### config.mk
export PLATFORM = sky130hd
export DESIGN_NAME = fqlm_ctrl
export DESIGN_NICKNAME = d
export VERILOG_FILES = /design/src/fqlm_pkg.sv /design/src/fqlm_ctrl.sv
export SDC_FILE = /design/constraint.sdc
export NUM_CORES = 1
export LEC_CHECK = 0
export BUFFER_PORTS_ARGS = -buffer_cell sky130_fd_sc_hd__clkbuf_2
export CORE_AREA = 2 2 39 41
export DETAILED_ROUTE_END_ITERATION = 6
export DIE_AREA = 0 0 41 43
export SYNTH_ARGS = -nofsm -noshare
export SYNTH_HDL_FRONTEND = slang
export SYNTH_SLANG_ARGS = --single-unit
### constraint.sdc
create_clock -name clk_i -period 1.2 [get_ports clk_i]
set_input_delay 0.12 -clock clk_i [delete_from_list [all_inputs] [get_ports clk_i]]
set_output_delay 0.12 -clock clk_i [all_outputs]
set_load 0.02 [all_outputs]
### src/fqlm_pkg.sv
// ----------------------------------------------------------------------------
// fqlm_pkg
// Shared constants, codes and word types of the per-key FIFO lock manager.
// ----------------------------------------------------------------------------
`default_nettype none

package fqlm_pkg;

  // sizing
  localparam int KEY_COUNT    = 64;
  localparam int QUEUE_DEPTH  = 16;
  localparam int CLIENT_COUNT = 256;

  localparam int KEY_W    = $clog2(KEY_COUNT);
  localparam int POS_W    = $clog2(QUEUE_DEPTH);
  localparam int CNT_W    = POS_W + 1;
  localparam int CLIENT_W = $clog2(CLIENT_COUNT);
  localparam int SLOT_W   = KEY_W + POS_W;
  localparam int STATUS_W = 3;
  localparam int KEYS_W   = KEY_W + 1;
  localparam int ADDR_W   = 3;
  localparam int DATA_W   = 32;

  // request codes
  localparam logic FUNC_LOCK   = 1'b0;
  localparam logic FUNC_UNLOCK = 1'b1;

  // result status codes
  localparam logic [STATUS_W-1:0] ST_OK       = 3'd0;
  localparam logic [STATUS_W-1:0] ST_BAD_KEY  = 3'd1;
  localparam logic [STATUS_W-1:0] ST_FULL     = 3'd2;
  localparam logic [STATUS_W-1:0] ST_EMPTY    = 3'd3;
  localparam logic [STATUS_W-1:0] ST_MISMATCH = 3'd4;

  // register index, taken from paddr[2]
  localparam logic REG_LOCAL_CLIENT = 1'b0;
  localparam logic REG_KEYS_IN_USE  = 1'b1;

  localparam logic [KEYS_W-1:0] KEYS_IN_USE_RST = KEYS_W'(KEY_COUNT);

  typedef struct packed {
    logic                func;
    logic [CLIENT_W-1:0] client;
    logic [KEY_W-1:0]    key_id;
  } req_t;

  typedef struct packed {
    logic [STATUS_W-1:0] status;
    logic                local_granted;
    logic                local_released;
    logic                holder_valid;
    logic [CLIENT_W-1:0] holder_client;
    logic [CNT_W-1:0]    waiting_count;
  } res_t;

  // controller to datapath
  typedef struct packed {
    logic capture;
    logic rd_head;
    logic eval_head;
    logic eval_next;
  } cmd_t;

  // datapath to controller
  typedef struct packed {
    logic out_free;
    logic need_next;
  } sts_t;

endpackage

`default_nettype wire

### src/fqlm_ctrl.sv
// ----------------------------------------------------------------------------
// fqlm_ctrl
// Request sequencer: table lookup, holder read, optional new-head read.
// ----------------------------------------------------------------------------
`default_nettype none

module fqlm_ctrl
  import fqlm_pkg::*;
(
  input  wire logic clk_i,
  input  wire logic rst_ni,
  input  wire logic in_valid_i,
  output logic      in_ready_o,
  input  wire sts_t sts_i,
  output cmd_t      cmd_o
);

  localparam logic [1:0] S_IDLE = 2'd0;
  localparam logic [1:0] S_LOOK = 2'd1;
  localparam logic [1:0] S_HEAD = 2'd2;
  localparam logic [1:0] S_NEXT = 2'd3;

  logic [1:0] state_q, state_d;

  // next state and commands
  always_comb begin
    state_d    = state_q;
    cmd_o      = '0;
    in_ready_o = 1'b0;
    case (state_q)
      S_IDLE: begin
        in_ready_o = 1'b1;
        if (in_valid_i) begin
          cmd_o.capture = 1'b1;
          state_d       = S_LOOK;
        end
      end
      S_LOOK: begin
        cmd_o.rd_head = 1'b1;
        state_d       = S_HEAD;
      end
      S_HEAD: begin
        if (sts_i.out_free) begin
          cmd_o.eval_head = 1'b1;
          state_d         = sts_i.need_next ? S_NEXT : S_IDLE;
        end
      end
      S_NEXT: begin
        if (sts_i.out_free) begin
          cmd_o.eval_next = 1'b1;
          state_d         = S_IDLE;
        end
      end
      default: state_d = S_IDLE;
    endcase
  end

  always_ff @(posedge clk_i or negedge rst_ni) begin
    if (!rst_ni) begin
      state_q <= S_IDLE;
    end else begin
      state_q <= state_d;
    end
  end

endmodule

`default_nettype wire

# Word level (Yosys, flattened, before mapping)
# Index checks and enable logic that the tools add are counted.
[totals]
word_cells = 21
inputBits = 5
out_inout_bits = 5
ff_bits = 2
[classes]
mux = 12
eq_ne = 6
reduce_logical = 2
[ops]
columns = ["operator", "n"]
rows = [
  ["two-way mux 2 bit", 4],
  ["case mux 2 bit (4 select lines)", 1],
  ["two-way mux 1 bit", 7],
  ["!= test 2 bit (second input constant)", 3],
  ["== test 2 bit (second input constant)", 2],
  ["AND reduction 3 bit", 1],
  ["== test 2 x 1 -> 1 bit (second input constant)", 1],
  ["zero test 2 bit", 1],
]

# Longest topological paths before layout
[logic_depth]
depth_word = 3
mapped_depth = 3
depth_no_buf = 3

# Worst setup path before layout
# No wires, ideal clock.
[synth_timing]
path_type = "flip-flop to flip-flop"
start = "register state_q[0]"
end = "register state_q[0]"
path_stages_with_launch = 4
path_slack_ns = 0.151
setup_time_ns = 0.095
path_buffers = 0
t_required_ns = 1.105
arrival_ns = 0.954
period_less_slack_ns = 1.049
path_cell_list = "dfrtp_1 > nor3b_2 > a31oi_1 > o31ai_1"
[synth_between]
elab_chain_cells = 3
elab_cells_between_ends = 9
cone_classes = "eq/ne (6); mux (1); reduce/logical (2)"
[synth_lines]
columns = ["element", "line_no", "source"]
rows = [
  ["start: declaration", "fqlm_ctrl.sv:23", "logic [1:0] state_q, state_d;"],
  ["start signal: assignment", "fqlm_ctrl.sv:62", "state_q <= state_d;"],
  ["== test 2 bit or zero test 2 bit (tied branches)", "fqlm_ctrl.sv:30", "case (state_q)"],
  ["!= test 2 bit (no source line)", "n/a", ""],
  ["AND reduction 3 bit (no source line)", "n/a", ""],
]
# Several ways; a longest one is shown, not always the timed one.
# A chain may end at the register's enable or synchronous reset.

==> results_dict.tcl <==
set metrics [dict create \
    grt_usage_pct 4.40 \
    status "complete, no violations" \
    drt_wl_total_um 289 \
    cp.required_ns 1.08 \
    dpl.cell_count 39 \
    place.gp.congestion 0.509 \
    antenna_found_initial 0 \
    cp-end-kind "output pin" \
    hold_viol 0 \
    peakVddDrop_mv 0.528 \
    finalSetupViolCount 0 \
    area_growth_pct 82.0 \
    initial_utilization_pct 9.04 \
    grt-ovfl-total 0 \
    regMostFlops "state_q" \
    synth_xor_area_share_pct 0 \
    worst_slew_pin_slew_ns 0.180 \
    synth_top_family_by_area "simple AND/OR/NAND/NOR gates" \
    clock_latency_ns 0.22 \
    avgRoutedWirePerCell_um 6.72 \
    clock_skew_ns 0.00452 \
    ant_nets 0 \
    syn-cell-area_um2 125 \
    largest_reg_flops 2 \
    utilization_pct 16.5 \
    synthMuxAreaShare_pct 0 \
    cts_buffers 3 \
    port-buffer-count 9 \
    synth-compound-area-share_pct 21.0 \
    antenna-diode-count 0 \
    vias 143 \
    dpl_worst_slack_ns 0.226 \
    core_um2 1380 \
    period_share_pct 96.6 \
    powerDensity_nw_per_um2 2470 \
    grt_max_degree 9 \
    synth_fa_ha_area_share_pct 0 \
    die_h_um 43 \
    setup_ws_ns 0.0411 \
    grt_pass1_vias 134 \
    rows 14 \
    crit_type "reg2out" \
    cp-start-kind "register" \
    via_per_inst 3.33 \
    worstPathArrival_ns 1.04 \
    die_area_um2 1760 \
    htreeDepth 1 \
    slew_violations 0 \
    r2r_slack_ns 0.33 \
    drtIter0Drc 0 \
    stdcell_area_um2 228 \
    yosys.area_share.simple_pct 33.0 \
    p_leak_nw 0.122 \
    cts_tree "yes" \
    clk_path_buf_depth 2 \
    slew_headroom_pct 87.9 \
    cts.sinks 2 \
    cp_max_fo 8 \
    dr.pass1.iters 1 \
    drv_cap 0 \
    clockRootBuffer "clkbuf_4" \
    post-route-drc-count 0 \
    final_cell_count_no_fill 43 \
    fin_nets 34 \
    die_w_um 41 \
    synthCells 14 \
    grt_pass1_wl_um 448 \
    synth.distinct_cells 11 \
    placed_area_um2 190 \
    ios 10 \
    rsz0062_at_grt "true" \
    max_freq_mhz 863 \
    synth-seq-cells 2 \
    synth_seq_area_share_pct 40.0 \
    ys_warn_count 0 \
    post_cts_buffers 0 \
    reg_top3 "state_q: 2 flops" \
    min_period_ns 1.16 \
    syn-mean-instance-area_um2 8.94 \
    clk_pin_slew_worst_paths_ns 0.03 \
    hold_class "in2reg" \
    drive_gt1_share_pct 63.0 \
    synth_nets 19 \
]
## where the power goes
part	internal [W]	total, W	switching [W]
combinational	0.000107	0.000244	0.000138
sequential	0.000107	0.000172	0.0000647
clock	0.000110	0.000148	0.0000373
## cell usage after synthesis, drive strengths merged
library cell	instances	area (µm²)
a21o	1	7.51
a31oi	1	6.26
and3	1	6.26
dfrtp	2	50.1
inv	2	7.51
nand2	1	6.26
nor2	2	7.51
nor2b	1	8.76
nor3b	1	12.5
o21ai	1	5.00
o31ai	1	7.51
## critical path: stages, from the launching register on
cell	delay, ns
dfrtp_2	0.44
nor3b_2	0.21
buf_4	0.17
## what timing repair did
item,4_1_cts,5_1_grt
setup endpoints to repair,1,1
hold endpoints to repair,2,0
resized for setup,3,1
hold buffers,1,0
## worst paths after layout
| path | cells after the start | start | to |
|---|---|---|---|
| hold reg to reg | 1 | state_q[0] | state_q[0] |
| max in group asynchronous | 2 | rst_ni | state_q[1] |
| setup / recovery | 2 | state_q[0] | cmd_o[3] |
| min in group asynchronous | 2 | rst_ni | state_q[0] |
| hold / removal | 3 | sts_i[0] | state_q[0] |
| setup reg to reg | 2 | state_q[0] | state_q[1] |
## layout make-up
| type | count | area [µm²] |
|---|---|---|
| Timing Repair Buffer | 10 | 57.6 |
| Sequential cell | 2 | 52.6 |
| Clock buffer | 3 | 22.5 |
| Inverter | 2 | 7.51 |
| Tap cell | 16 | 20.0 |
| Fill cell | 160 | 1160 |
| Multi-Input combinational cell | 10 | 67.6 |
## logic make-up after synthesis
logic type | count (synthesis)
and+or+nand+nor | 6
buffers and inverters | 2
AOI/OAI and AO/OA | 4
DFF | 2
## per-stage QoR
stage | TNS (ns) | hold WS [ns] | power (W)
global route | -0.0150 | 0.151 | 0.000615
floorplan | 0 | -0.176 | 0.000321
detailed placement | 0 | -0.0927 | 0.000406
finish | 0 | 0.136 | 0.000564
CTS | 0 | 0.137 | 0.000576
global placement | 0 | -0.0933 | 0.000404
## layout by cell type, fill, tap and decap left out, types with 2 or more instances in the layout
cell      n
inv_1     2
nor2_1    2
clkbuf_4  3
dfrtp_2   2
clkbuf_2  8
## routing by layer
| metal | GRT usage (%) | vias up | routed length [µm] |
|---|---|---|---|
| met5 | 0 | - | 0 |
| met4 | 6.00 | 0 | 0 |
| met3 | 3.14 | 0 | 27 |
| met2 | 6.25 | 7 | 151 |
| met1 | 2.87 | 61 | 110 |
| li1 | - | 75 | - |
(Power assumes the default switching activity.)
