## src/fqlm_pkg.sv

```systemverilog
// ----------------------------------------------------------------------------
// fqlm_pkg
// Shared constants, codes and word types of the per-key FIFO lock manager.
// ----------------------------------------------------------------------------
`default_nettype none

package fqlm_pkg;

  // sizing
  localparam int KEY_COUNT    = 64;
  localparam int QUEUE_DEPTH  = 16;
  localparam int CLIENT_COUNT = 256;

  localparam int KEY_W    = $clog2(KEY_COUNT);
  localparam int POS_W    = $clog2(QUEUE_DEPTH);
  localparam int CNT_W    = POS_W + 1;
  localparam int CLIENT_W = $clog2(CLIENT_COUNT);
  localparam int SLOT_W   = KEY_W + POS_W;
  localparam int STATUS_W = 3;
  localparam int KEYS_W   = KEY_W + 1;
  localparam int ADDR_W   = 3;
  localparam int DATA_W   = 32;

  // request codes
  localparam logic FUNC_LOCK   = 1'b0;
  localparam logic FUNC_UNLOCK = 1'b1;

  // result status codes
  localparam logic [STATUS_W-1:0] ST_OK       = 3'd0;
  localparam logic [STATUS_W-1:0] ST_BAD_KEY  = 3'd1;
  localparam logic [STATUS_W-1:0] ST_FULL     = 3'd2;
  localparam logic [STATUS_W-1:0] ST_EMPTY    = 3'd3;
  localparam logic [STATUS_W-1:0] ST_MISMATCH = 3'd4;

  // register index, taken from paddr[2]
  localparam logic REG_LOCAL_CLIENT = 1'b0;
  localparam logic REG_KEYS_IN_USE  = 1'b1;

  localparam logic [KEYS_W-1:0] KEYS_IN_USE_RST = KEYS_W'(KEY_COUNT);

  typedef struct packed {
    logic                func;
    logic [CLIENT_W-1:0] client;
    logic [KEY_W-1:0]    key_id;
  } req_t;

  typedef struct packed {
    logic [STATUS_W-1:0] status;
    logic                local_granted;
    logic                local_released;
    logic                holder_valid;
    logic [CLIENT_W-1:0] holder_client;
    logic [CNT_W-1:0]    waiting_count;
  } res_t;

  // controller to datapath
  typedef struct packed {
    logic capture;
    logic rd_head;
    logic eval_head;
    logic eval_next;
  } cmd_t;

  // datapath to controller
  typedef struct packed {
    logic out_free;
    logic need_next;
  } sts_t;

endpackage

`default_nettype wire

```

## src/fqlm_regs.sv

```systemverilog
// ----------------------------------------------------------------------------
// fqlm_regs
// APB-style configuration registers: local client id and keys in use.
// ----------------------------------------------------------------------------
`default_nettype none

module fqlm_regs
  import fqlm_pkg::*;
(
  input  wire logic                clk_i,
  input  wire logic                rst_ni,
  input  wire logic                psel,
  input  wire logic                penable,
  input  wire logic                pwrite,
  input  wire logic [ADDR_W-1:0]   paddr,
  input  wire logic [DATA_W-1:0]   pwdata,
  output logic      [DATA_W-1:0]   prdata,
  output logic                     pready,
  output logic      [CLIENT_W-1:0] local_client_o,
  output logic      [KEYS_W-1:0]   keys_in_use_o
);

  logic [CLIENT_W-1:0] local_client_q;
  logic [KEYS_W-1:0]   keys_in_use_q;
  logic                wr_en;

  assign pready = 1'b1;
  assign wr_en  = psel & penable & pwrite & pready;

  // register writes
  always_ff @(posedge clk_i or negedge rst_ni) begin
    if (!rst_ni) begin
      local_client_q <= '0;
      keys_in_use_q  <= KEYS_IN_USE_RST;
    end else if (wr_en) begin
      case (paddr[2])
        REG_LOCAL_CLIENT: local_client_q <= pwdata[CLIENT_W-1:0];
        REG_KEYS_IN_USE:  keys_in_use_q  <= pwdata[KEYS_W-1:0];
        default: ;
      endcase
    end
  end

  // read mux
  always_comb begin
    prdata = '0;
    case (paddr[2])
      REG_LOCAL_CLIENT: prdata = DATA_W'(local_client_q);
      REG_KEYS_IN_USE:  prdata = DATA_W'(keys_in_use_q);
      default:          prdata = '0;
    endcase
  end

  assign local_client_o = local_client_q;
  assign keys_in_use_o  = keys_in_use_q;

endmodule

`default_nettype wire

```

## config.mk

```make
export PLATFORM = sky130hd
export DESIGN_NAME = fqlm_regs
export DESIGN_NICKNAME = d
export VERILOG_FILES = /design/src/fqlm_pkg.sv /design/src/fqlm_regs.sv
export SDC_FILE = /design/constraint.sdc
export NUM_CORES = 1
export LEC_CHECK = 0
export ABC_AREA = 0
export ABC_CLOCK_PERIOD_IN_PS = 800
export BUFFER_PORTS_ARGS = -buffer_cell sky130_fd_sc_hd__clkbuf_2
export CELL_PAD_IN_SITES_DETAIL_PLACEMENT = 0
export CELL_PAD_IN_SITES_GLOBAL_PLACEMENT = 1
export CORE_MARGIN = 2
export CORE_UTILIZATION = 22
export DETAILED_ROUTE_END_ITERATION = 16
export GPL_ROUTABILITY_DRIVEN = 0
export PLACE_DENSITY = 0.88
export SLEW_MARGIN = 0
export SYNTH_ARGS = -nofsm -noshare
export SYNTH_HDL_FRONTEND = slang
export SYNTH_SLANG_ARGS = --single-unit
```

## constraint.sdc

```tcl
create_clock -name clk_i -period 0.8 [get_ports clk_i]
set_input_delay 0.16 -clock clk_i [delete_from_list [all_inputs] [get_ports clk_i]]
set_output_delay 0.16 -clock clk_i [all_outputs]
set_load 0.05 [all_outputs]
```

Word level (Yosys, flattened, before mapping)
Index checks and enable logic that the tools add are counted.
{"block": "totals", "regBits": 15, "input_bits": 40, "output_inout_bits": 48}
{"block": "op_classes", "n_mux": 1, "n_bitwise": 3, "reduce_logical": 2}
{"cell": "32-bit one-hot mux with 2 select lines", "n": 1}
{"cell": "2-bit AND reduction", "n": 2}
{"cell": "1-bit bitwise AND", "n": 2}
{"cell": "1-bit inverter", "n": 1}

Depth between registers and ports, before layout
{"block": "logic_depth", "ltp_word": 3, "depth_mapped": 3, "depth_no_buf": 2}

Worst setup path after synthesis
No wires, ideal clock.
{"block": "synth_path", "path_kind": "reg-to-output", "from": "reg keys_in_use_q[6] (netlist: keys_in_use_o[6])", "to": "out prdata[6]", "arrival_time_ps": 1053, "required_ps": 640, "setup_slack_ps": -413, "stages_incl_launch_ff": 2, "n_path_buf": 0, "path_cell_list": "dfstp_2 mux2_2"}
{"block": "synth_between", "elab_chain_len": 1}
{"element": "start: declaration", "line": "fqlm_regs.sv:24", "rtl": "logic [KEYS_W-1:0] keys_in_use_q;"}
{"element": "start signal: assignment", "line": "fqlm_regs.sv:38", "rtl": "REG_KEYS_IN_USE: keys_in_use_q <= pwdata[KEYS_W-1:0];"}
{"element": "32-bit one-hot mux with 2 select lines", "line": "fqlm_regs.sv:47", "rtl": "case (paddr[2])"}
{"element": "end: declaration", "line": "fqlm_regs.sv:17", "rtl": "output logic [DATA_W-1:0] prdata,"}
No other way between the ends. The select of a mux whose other input is x is not followed.

Worst setup path in the final report
{"block": "layout_path", "from": "reg local_client_q[4] (netlist: local_client_o[4])", "to": "out prdata[4]"}
{"block": "layout_between", "elab_chain_len": 1}
{"element": "start: declaration", "line": "fqlm_regs.sv:23", "rtl": "logic [CLIENT_W-1:0] local_client_q;"}
{"element": "start signal: assignment", "line": "fqlm_regs.sv:37", "rtl": "REG_LOCAL_CLIENT: local_client_q <= pwdata[CLIENT_W-1:0];"}
{"element": "32-bit one-hot mux with 2 select lines", "line": "fqlm_regs.sv:47"}
No other way between the ends. The select of a mux whose other input is x is not followed.

==> impl_metrics.prom <==
# TYPE chip_impl_metric gauge
chip_impl_metric{name="drc",unit=""} 0
chip_impl_metric{name="placedCellCount",unit=""} 164
chip_impl_metric{name="area_of_all_placed_cells_without_fillers",unit="um2"} 1730
chip_impl_info{name="timing.critical_path.to_type",value="output pin"} 1
chip_impl_metric{name="grt_start_max_net_pins",unit=""} 16
chip_impl_metric{name="dp.final_hpwl",unit="um"} 1550
chip_impl_metric{name="core_area",unit="um2"} 3740
chip_impl_metric{name="post_drt_wl_per_cell",unit="um"} 13.1
chip_impl_metric{name="clock_tree.htree_level_count",unit=""} 1
chip_impl_metric{name="place_area",unit="um2"} 1190
chip_impl_info{name="min_path_type",value="in -> reg"} 1
chip_impl_metric{name="io_buffer_count",unit=""} 36
chip_impl_metric{name="synth-seq-area-share",unit="%"} 43.0
chip_impl_metric{name="clkTransAtPathRegs",unit="ns"} 0.06
chip_impl_metric{name="stdcell_count",unit=""} 175
chip_impl_metric{name="drive_gt1_share",unit="%"} 78.7
chip_impl_metric{name="grt_first_pass_wirelength",unit="um"} 3320
chip_impl_metric{name="numClockSinks",unit=""} 15
chip_impl_info{name="rsz_0062_raised_after_global_routing",value="yes"} 1
chip_impl_metric{name="hold_violations",unit=""} 0
chip_impl_metric{name="via_density",unit=""} 3.69
chip_impl_metric{name="numCtsBuffers",unit=""} 3
chip_impl_metric{name="clkLatencyLatePin",unit="ns"} 0.24
chip_impl_metric{name="yosys_warnings",unit=""} 0
chip_impl_info{name="tritoncts",value="built"} 1
chip_impl_metric{name="vias",unit=""} 645
chip_impl_metric{name="drt_pre_antenna_iters",unit=""} 2
chip_impl_metric{name="synthesis.instances",unit=""} 68
chip_impl_metric{name="post_synth_num_cell_types",unit=""} 9
chip_impl_info{name="crit_path_cell_trace",value="mux2_4 > buf_8"} 1
chip_impl_metric{name="floorplan.rows",unit=""} 22
chip_impl_metric{name="max_freq",unit="GHz"} 0.799
chip_impl_info{name="critical_path.reg2reg.startpoint",value="local_client_o[1]"} 1
chip_impl_metric{name="overall_global_routing_resource_usage",unit="%"} 10.4
chip_impl_metric{name="number_of_global_route_vias_before_repair",unit=""} 667
chip_impl_info{name="endpoint",value="prdata[4]"} 1
chip_impl_info{name="synth.top_cells.by_area",value="dfrtp_1 40%, mux2_2 28%, buf_4 21%"} 1
chip_impl_metric{name="grt.overflow.total",unit=""} 0
chip_impl_metric{name="power-per-cell-area",unit="nW/um2"} 2930
chip_impl_metric{name="ant_nets",unit=""} 0
chip_impl_metric{name="ir_worst_vdd",unit="V"} 0.000938
chip_impl_metric{name="cpPeakStageDelay",unit="ns"} 0.41
chip_impl_info{name="violated_checks",value="negative setup slack"} 1
chip_impl_info{name="timing_worst_setup_path_type",value="reg -> out"} 1
chip_impl_metric{name="die_w",unit="um"} 67.1
chip_impl_metric{name="setup_viol",unit=""} 38
chip_impl_metric{name="clockBufferDepth",unit=""} 2
chip_impl_metric{name="syn-cell-area",unit="um2"} 876
chip_impl_metric{name="cp_max_fo",unit=""} 2
chip_impl_info{name="cpMaxStageDelayCell",value="dfrtp_2"} 1
chip_impl_info{name="cp_launch_type",value="flip-flop"} 1
chip_impl_metric{name="fin_skew",unit="ns"} 0
chip_impl_metric{name="final_nets",unit=""} 168
chip_impl_metric{name="portion_of_the_clock_cycle_consumed_by_the_worst_path_in_the_final_layout",unit="%"} 156
chip_impl_metric{name="finalCriticalPeriod",unit="ns"} 1.25
chip_impl_metric{name="r2r.worst_path.cells",unit=""} 4
chip_impl_metric{name="r2r_slack",unit="ns"} -0.30
chip_impl_metric{name="synth-seq-cells",unit=""} 15
chip_impl_metric{name="worstPathArrival",unit="ns"} 1.09
chip_impl_metric{name="floorplan.initialDensity",unit="%"} 23.4
chip_impl_metric{name="io_pins",unit=""} 88
chip_impl_metric{name="leakage",unit="nW"} 0.877
chip_impl_metric{name="max_cap_violations",unit=""} 0
chip_impl_metric{name="finalMaxSlewViolations",unit=""} 0
chip_impl_info{name="status",value="complete, but fails checks"} 1
chip_impl_metric{name="wirelength",unit="um"} 2300
chip_impl_metric{name="critPathRequiredTime",unit="ns"} 0.64
chip_impl_metric{name="synth_top_area_share",unit="%"} 40.0
chip_impl_metric{name="die-area",unit="um2"} 4500
chip_impl_metric{name="fin_ws",unit="ns"} -0.451
chip_impl_info{name="netlist.top_cell.by_area",value="dfrtp_1"} 1
chip_impl_info{name="worst_r2r_endpoint",value="local_client_o[1]"} 1
chip_impl_info{name="clock-root-buffer",value="clkbuf_8"} 1
chip_impl_metric{name="insertedDiodeCount",unit=""} 0
chip_impl_info{name="critPathLaunch",value="local_client_o[4]"} 1
chip_impl_metric{name="drt_first_iter_violations",unit=""} 16
chip_impl_metric{name="syn2layout_area_growth",unit="%"} 98.0
chip_impl_metric{name="synth.avg_cell_area",unit="um2"} 12.9
chip_impl_metric{name="floorplan.die.height",unit="um"} 67.1
chip_impl_metric{name="grt_antenna_before_repair",unit=""} 0
sequential cells by signal, summed over array words and instances (netlist names):
signal and flops:
keys_in_use_o 7, local_client_o 8
cells in the mapped netlist:
cell	instances
nand4b_4	1
buf_4	25
dfstp_2	1
nand4_2	1
dfrtp_1	14
buf_6	1
and2b_2	1
mux2_2	22
conb_1	2
per-stage QoR:
stage | util (%) | hold slack (ns) | setup TNS (ns) | setup WS [ns] | power (mW)
2_1_floorplan | - | -0.136 | -3.79 | -0.338 | 2.77
3_3_place_gp | 31.9 | 0.0868 | -10.77 | -0.412 | 3.26
3_5_place_dp | 31.9 | 0.0981 | -11.24 | -0.444 | 3.29
4_1_cts | 44.7 | 0.137 | -9.70 | -0.478 | 4.91
5_1_grt | 46.3 | 0.148 | -11.07 | -0.472 | 5.27
6_report | 46.3 | 0.144 | -10.15 | -0.451 | 5.08
cell type report:
cell class / count / area [um2]
Clock buffer: 4 / 45.0
Fill cell: 334 / 2010
Multi-Input combinational cell: 50 / 460
Sequential cell: 15 / 394
Tap cell: 48 / 60.1
Timing Repair Buffer: 58 / 774
worst max-delay path, delay by kind of cell, from the launching register on:
kind                   cells  cell delay, ns
DFF                        1            0.41
muxes                      1            0.29
buffers and inverters      1            0.15
routing by layer:
layer  share of wire (%)  GRT usage [%]
met1                  37           11.5
met2                  55           18.2
met3                 8.3           3.72
met4                   0           3.83
met5                   0              0
placed cells by master, fill, tap and decap left out:
cell,count
and2b_4,1
mux2_2,5
mux2_4,17
dlygate4sd3_1,1
dfrtp_2,14
nand4_4,1
clkbuf_4,1
buf_6,17
clkbuf_8,3
clkbuf_16,13
clkbuf_2,12
clkbuf_1,1
conb_1,25
buf_4,4
nand4b_4,1
buf_8,10
dfstp_2,1
cell families after synthesis:
logic type / synth area share (%)
flip-flops: 43.0
multiplexers: 28.3
other: 0.857
AND/OR/NAND/NOR: 5.14
buffers and inverters: 22.7
worst min path at each step:
stage | slack (ns) | depth (start not counted) | start | endpoint
finish | 0.14 | 2 | pwdata[7] | local_client_o[7]
global route | 0.15 | 2 | pwdata[7] | local_client_o[7]
CTS | 0.14 | 2 | pwdata[7] | local_client_o[7]
detailed placement | 0.1 | 1 | rst_ni | keys_in_use_o[4]
global placement | 0.09 | 1 | rst_ni | keys_in_use_o[4]
floorplan | -0.14 | 0 | rst_ni | keys_in_use_o[0]
where the power goes:
group / total, mW / switching, mW / internal, mW / leakage, nW
logic: 3.40 / 1.71 / 1.69 / 0.691
clock network: 0.609 / 0.257 / 0.352 / 0.0228
registers: 1.07 / 0.111 / 0.963 / 0.163
total: 5.08 / 2.08 / 3.00 / 0.877
timing repair:
action | CTS | global route
gates resized for setup | 78 | 17
hold buffers | 1 | 0
gates cloned | 0 | 0
endpoints found under the hold margin | 14 | 0
setup endpoints to repair | 38 | 38
buffers inserted | 2 | 9
Power figures use the tool's default switching activity.
